**config.mk**
```make
export PLATFORM = sky130hd
export DESIGN_NAME = mme_cell
export DESIGN_NICKNAME = d
export VERILOG_FILES = /design/src/design/mme_pkg.sv /design/src/design/mme_cell.sv
export SDC_FILE = /design/constraint.sdc
export NUM_CORES = 1
export LEC_CHECK = 0
export BUFFER_PORTS_ARGS = -buffer_cell sky130_fd_sc_hd__buf_2
export CAP_MARGIN = 20
export CORE_ASPECT_RATIO = 1.1
export CORE_MARGIN = 8
export CORE_UTILIZATION = 45
export CTS_BUF_LIST = sky130_fd_sc_hd__clkbuf_4 sky130_fd_sc_hd__clkbuf_8
export DETAILED_ROUTE_END_ITERATION = 10
export PLACE_DENSITY = 0.72
export SYNTH_ARGS = -nofsm -noshare
export SYNTH_HDL_FRONTEND = slang
export SYNTH_SLANG_ARGS = --single-unit
export TNS_END_PERCENT = 30
```
**constraint.sdc**
```tcl
create_clock -name clk_i -period 1.35 [get_ports clk_i]
set_input_delay 0.27 -clock clk_i [delete_from_list [all_inputs] [get_ports clk_i]]
set_output_delay 0.27 -clock clk_i [all_outputs]
set_load 0.02 [all_outputs]
```
**src/design/mme_pkg.sv**
```systemverilog
`default_nettype none
package mme_pkg;

  localparam int unsigned IDX_W  = 3;
  localparam int unsigned DIM_W  = 4;
  localparam int unsigned PROD_W = 36;

  typedef enum logic [1:0] {
    OP_LOAD_A  = 2'd0,
    OP_LOAD_B  = 2'd1,
    OP_COMPUTE = 2'd2
  } mme_op_e;

  typedef enum logic [1:0] {
    CFG_ROWS_A    = 2'd0,
    CFG_INNER_LEN = 2'd1,
    CFG_COLS_B    = 2'd2
  } mme_cfg_e;

  typedef enum logic [1:0] {
    ST_IDLE,
    ST_ISSUE,
    ST_DRAIN
  } mme_state_e;

  // Tag that travels down the cell chain alongside a partial sum.
  typedef struct packed {
    logic             valid;
    logic [IDX_W-1:0] row;
    logic [IDX_W-1:0] col;
    logic             last;
  } mme_tok_t;

endpackage
`default_nettype wire

```
**src/design/mme_cell.sv**
```systemverilog
`default_nettype none
module mme_cell
  import mme_pkg::*;
#(
  parameter int unsigned DATA_WIDTH = 16,
  parameter int unsigned ACC_W      = 35
) (
  input  wire logic                         clk_i,
  input  wire logic                         rst_ni,
  input  wire logic                         en_i,
  input  wire logic                         active_i,
  input  wire logic signed [DATA_WIDTH-1:0] a_i,
  input  wire logic signed [DATA_WIDTH-1:0] b_i,
  input  wire mme_tok_t                     tok_i,
  input  wire logic signed [ACC_W-1:0]      acc_i,
  output mme_tok_t                          tok_o,
  output logic signed      [ACC_W-1:0]      acc_o
);

  mme_tok_t                  tok_q;
  logic signed [ACC_W-1:0]   acc_q, acc_d;
  logic signed [2*DATA_WIDTH-1:0] prod;

  assign prod  = a_i * b_i;
  // Cells past the configured inner length only pass the sum along.
  assign acc_d = active_i ? acc_i + ACC_W'(prod) : acc_i;

  always_ff @(posedge clk_i or negedge rst_ni) begin
    if (!rst_ni) begin
      tok_q <= '0;
    end else if (en_i) begin
      tok_q <= tok_i;
    end
  end

  always_ff @(posedge clk_i) begin
    if (en_i) begin
      acc_q <= acc_d;
    end
  end

  assign tok_o = tok_q;
  assign acc_o = acc_q;

endmodule
`default_nettype wire

```
* Yosys cells after proc, flatten, opt, wreduce, memory -nomap -nowiden
Cells that the tools add are included.
** Word-level totals
- Bits of input ports :: 79
- Word-level logic and storage cells :: 8
- Output and inout port bits :: 43
- Register bits after elaboration :: 43
** Operators by class
- Multiplexer cells :: 1
- Add/subtract/negate cells :: 1
- Multipliers :: 1
** Operator list (count)
- $add 35x32->35 :: 1
- $mux 35 :: 1
- $mul 16x16->32 :: 1

* Logic depth before layout (Yosys ltp)
- Word-level depth :: 3
- Mapped depth :: 23
- Gate-level depth less buffers :: 22

* Worst setup path after synthesis
OpenSTA, ideal clock, no wires.
- Path kind :: input -> register
- Start :: input port a_i[15]
- End :: register acc_q[31] (netlist: acc_o[31]) (data pin)
- Setup slack :: -4770 ps
- Data required time :: 1090 ps
- Stages on the path :: 20
- Arrival time :: 5860 ps
- Setup time :: 260 ps
- Path buffers :: 1
- Cells stage by stage :: clkbuf_1 > nand2_1 > inv_1 > fa_1 > fa_1 > fa_1 > fa_1 > fa_1 > inv_1 > fa_1 > inv_1 > ha_1 > a21o_1 > a21o_1 > a21o_1 > a21o_1 > a221oi_2 > o21a_2 > xnor2_1 > mux2_2
** Between the ends
- Word-level cells in the longest chain between the ends :: 3
** Ends and longest elaborated chain
- from (decl) :: RTL line mme_cell.sv:12 : input wire logic signed [DATA_WIDTH-1:0] a_i,
- $mul 16x16->32 :: RTL line mme_cell.sv:24 : assign prod = a_i * b_i;
- $add 35x32->35 :: RTL line mme_cell.sv:26 : assign acc_d = active_i ? acc_i + ACC_W'(prod) : acc_i;
- $mux 35 :: RTL line mme_cell.sv:26
- net acc_d[31] :: RTL line mme_cell.sv:21 : logic signed [ACC_W-1:0] acc_q, acc_d;
- to (signal assigned) :: RTL line mme_cell.sv:38 : acc_q <= acc_d;
- to (decl) :: RTL line mme_cell.sv:21
The timed path passes the listed nets, and every way through them passes these cells.
A chain may end at the register's enable or synchronous reset.

* Final worst setup path
- Start :: input port a_i[15]
- End :: register acc_q[34] (netlist: acc_o[34]) (data pin)
Same word-level chain as after synthesis.

==> metrics.yaml <==
job:
  cap_violations: 0
sta:
  tns_ps: -116750
  finalHoldViolations: 0
  maxSlewHeadroom_pct: 72.7
  final.period_utilization_pct: 419
  rsz0062_at_grt: "true"
  min_period_ps: 5660
  setup_slack_ps: -4310
  finalSetupViolCount: 34
  worst_pin_slew_ps: 410
  clock_skew_ps: 0
  slew_viol_final: 0
  clock.fmax_mhz: 177
hold_path:
  hp-class: "in2reg"
  min_from: "tok_i[0]"
run_status:
  violations: "setup timing"
  status: "finished, violations left"
setup_path:
  worstPathMaxFanout: 7
  critPathCaptureType: "flip-flop"
  start_kind: "input port"
  crit_path_start: "a_i[15]"
  r2r_start: "tok_o[7]"
  critPathKind: "in2reg"
  cp_data_required_time_ps: 1430
  critical_path_arrival_ps: 5740
synth:
  synth_nets: 1871
  syn_avg_cell_area_um2: 9.72
  yosysTopAreaCell: "fa_1"
  synth_warnings: 0
  synth_cell_types: 57
  synth_top_area_share_pct: 46.3
  synth-async-reset-ratio_pct: 18.6
  seq_area_frac_synth_pct: 9.34
  ys_ff_latch: 43
  syn-cell-area_um2: 13400
  synth_area_leaders: "fa_1, inv_1, ha_1, edfxtp_1, and2_1"
  synth-edff-count: 35
  synthCells: 1378
  ys.flop_type: "edfxtp_1"
clock_network:
  clk_path_buf_depth: 2
  cts_sinks: 43
  ctsRootBufferMaster: "clkbuf_8"
  clk_latency_ps: 310
  clk_pin_slew_ps: 100
  cts_buffers: 5
  cts_tree: "yes"
  htree_levels: 2
cells_and_area:
  drive_gt1_share_pct: 32.1
  area_growth_pct: 29.0
  nets: 2182
  antenna_cells: 0
  fillers: 2387
  utilization_pct: 58.8
detailed_routing:
  wire_per_inst_um: 17.0
  viasPerCell: 5.08
  drtAntennaViolNets: 0
  vias: 10500
  drtIter0Drc: 383
  drt_wl_total_um: 35100
  drt_pre_antenna_iters: 4
  drc: 0
die:
  start_util_pct: 45.6
  die_w_um: 180
  core_um2: 29400
  rows: 66
  dieHeight_um: 197
  io_pins: 122
  die_area_um2: 35500
placed_design:
  portBuffers: 121
  dpl.hpwl_um: 29900
  gp_congestion: 0.911
global_routing:
  grt_pass1_wl_um: 57600
  grt_pass1_vias: 12000
  grt_max_degree: 21
  grt.total_usage_pct: 20.0
  gr-total-overflow: 0
  antenna_found_initial: 0
## Yosys cell counts, types with 3 or more instances
cell      instances
nand3_1           8
buf_1             4
dfrtp_1           8
xor2_1            7
ha_1            104
o21ai_0          20
mux2_2           30
nor3_1            5
a21o_2            3
nor2_1           30
inv_1           363
a21oi_1          32
nand2b_1          5
a21o_1           20
o211ai_1          5
clkbuf_1         34
o21a_1            5
and3_2            3
o21ai_1           3
xnor2_1          27
buf_2             5
o21bai_1          4
nor2b_1           4
fa_1            310
nand2_1         141
and2_1          124
edfxtp_1         35
## path summary, 6_finish.rpt
path,slack [ps],end,cells past startpoint
min in group asynchronous,350,tok_o[0],2
worst max-delay path,-4310,acc_o[34],25
worst max register to register,550,tok_o[7],1
max in group asynchronous,810,tok_o[5],2
worst min register to register,510,tok_o[0],1
worst min-delay path,180,tok_o[0],2
## cell usage in the layout (no fill, tap or decap), types with 4 or more instances in the layout
cell / instances
dfrtp_1: 8
mux2_2: 26
nand3_2: 5
o21a_1: 5
a21oi_1: 16
fa_1: 290
o21ai_2: 6
edfxtp_1: 35
buf_2: 89
xnor2_1: 26
o211ai_1: 5
ha_1: 69
a21o_1: 20
ha_4: 30
buf_6: 46
fa_2: 20
nor2b_1: 4
o21ai_1: 10
o21ai_0: 7
buf_4: 199
xor2_1: 7
nor2_1: 23
buf_12: 11
mux2_4: 4
nand2_2: 5
nand2_1: 134
and2_4: 15
ha_2: 5
inv_2: 17
o21bai_1: 4
and2_1: 109
nor2_4: 4
clkbuf_8: 5
nand2b_1: 5
inv_1: 344
a21oi_2: 14
## cells by family after synthesis
kind of cell	after synthesis	synth area share (%)
adder cells (fa/ha/maj)	414	56.0
buffers and inverters	408	11.6
AND/OR/NAND/NOR	331	12.3
AO/OA/AOI/OAI	116	5.85
flip-flops	43	9.34
XOR/XNOR	34	2.22
multiplexers	32	2.67
## critical path, stage by stage
cell,delay [ps]
buf_12,110
buf_8,120
nand2_4,60
inv_2,40
fa_2,590
buf_4,140
fa_2,500
buf_12,170
buf_6,110
fa_1,510
inv_2,70
fa_1,480
inv_1,70
fa_1,490
inv_1,50
fa_1,470
inv_1,60
ha_4,210
a21o_1,170
a21o_1,180
a21oi_2,160
and3b_1,200
a22oi_2,90
xnor2_1,140
mux2_4,250
## metrics by stage
stage / hold slack, ps / worst slack, ps / std cells / cell area (µm²)
after floorplan: -25.6 / -4270 / 1378 / 13800
after global placement: 111 / -4680 / 2025 / 16000
after global routing: 177 / -4480 / 2064 / 17300
after detailed placement: 127 / -4800 / 2025 / 16000
final: 179 / -4310 / 2064 / 17300
after CTS: 167 / -4270 / 2055 / 17000
## what timing repair did
| action | in CTS | in global routing |
|---|---|---|
| gates resized for setup | 172 | 49 |
| endpoints found under the hold margin | 8 | 0 |
| pin swaps | 78 | 35 |
| endpoints found under the setup margin | 35 | 34 |
| hold buffers | 1 | 0 |
| setup buffers | 21 | 9 |
## area by class of cell
| type | count | area (µm²) | share of cell area [%] |
|---|---|---|---|
| clock buffers | 5 | 68.8 | 0.398 |
| inverters | 363 | 1370 | 7.92 |
| clock inverters | 3 | 47.5 | 0.275 |
| well taps | 374 | 468 | 2.71 |
| flip-flops and latches | 43 | 1250 | 7.24 |
| repair buffers | 349 | 2730 | 15.8 |
| multi-input cells | 927 | 11300 | 65.7 |
## per-layer routing
metal	track usage, %	part of all wire (%)	vias to the layer above
li1	-	-	4714
met1	21.7	36	5398
met2	38.9	57	272
met3	2.56	3.4	94
met4	8.27	4.4	0
met5	0	0	-
## flip-flops by register name, indices dropped and copies added (netlist names)
register / flops
acc_o: 35
tok_o: 8
Power is left out: the tool's default activity adds up to more than one toggle a clock period on the data nets, which glitch-free logic cannot reach.
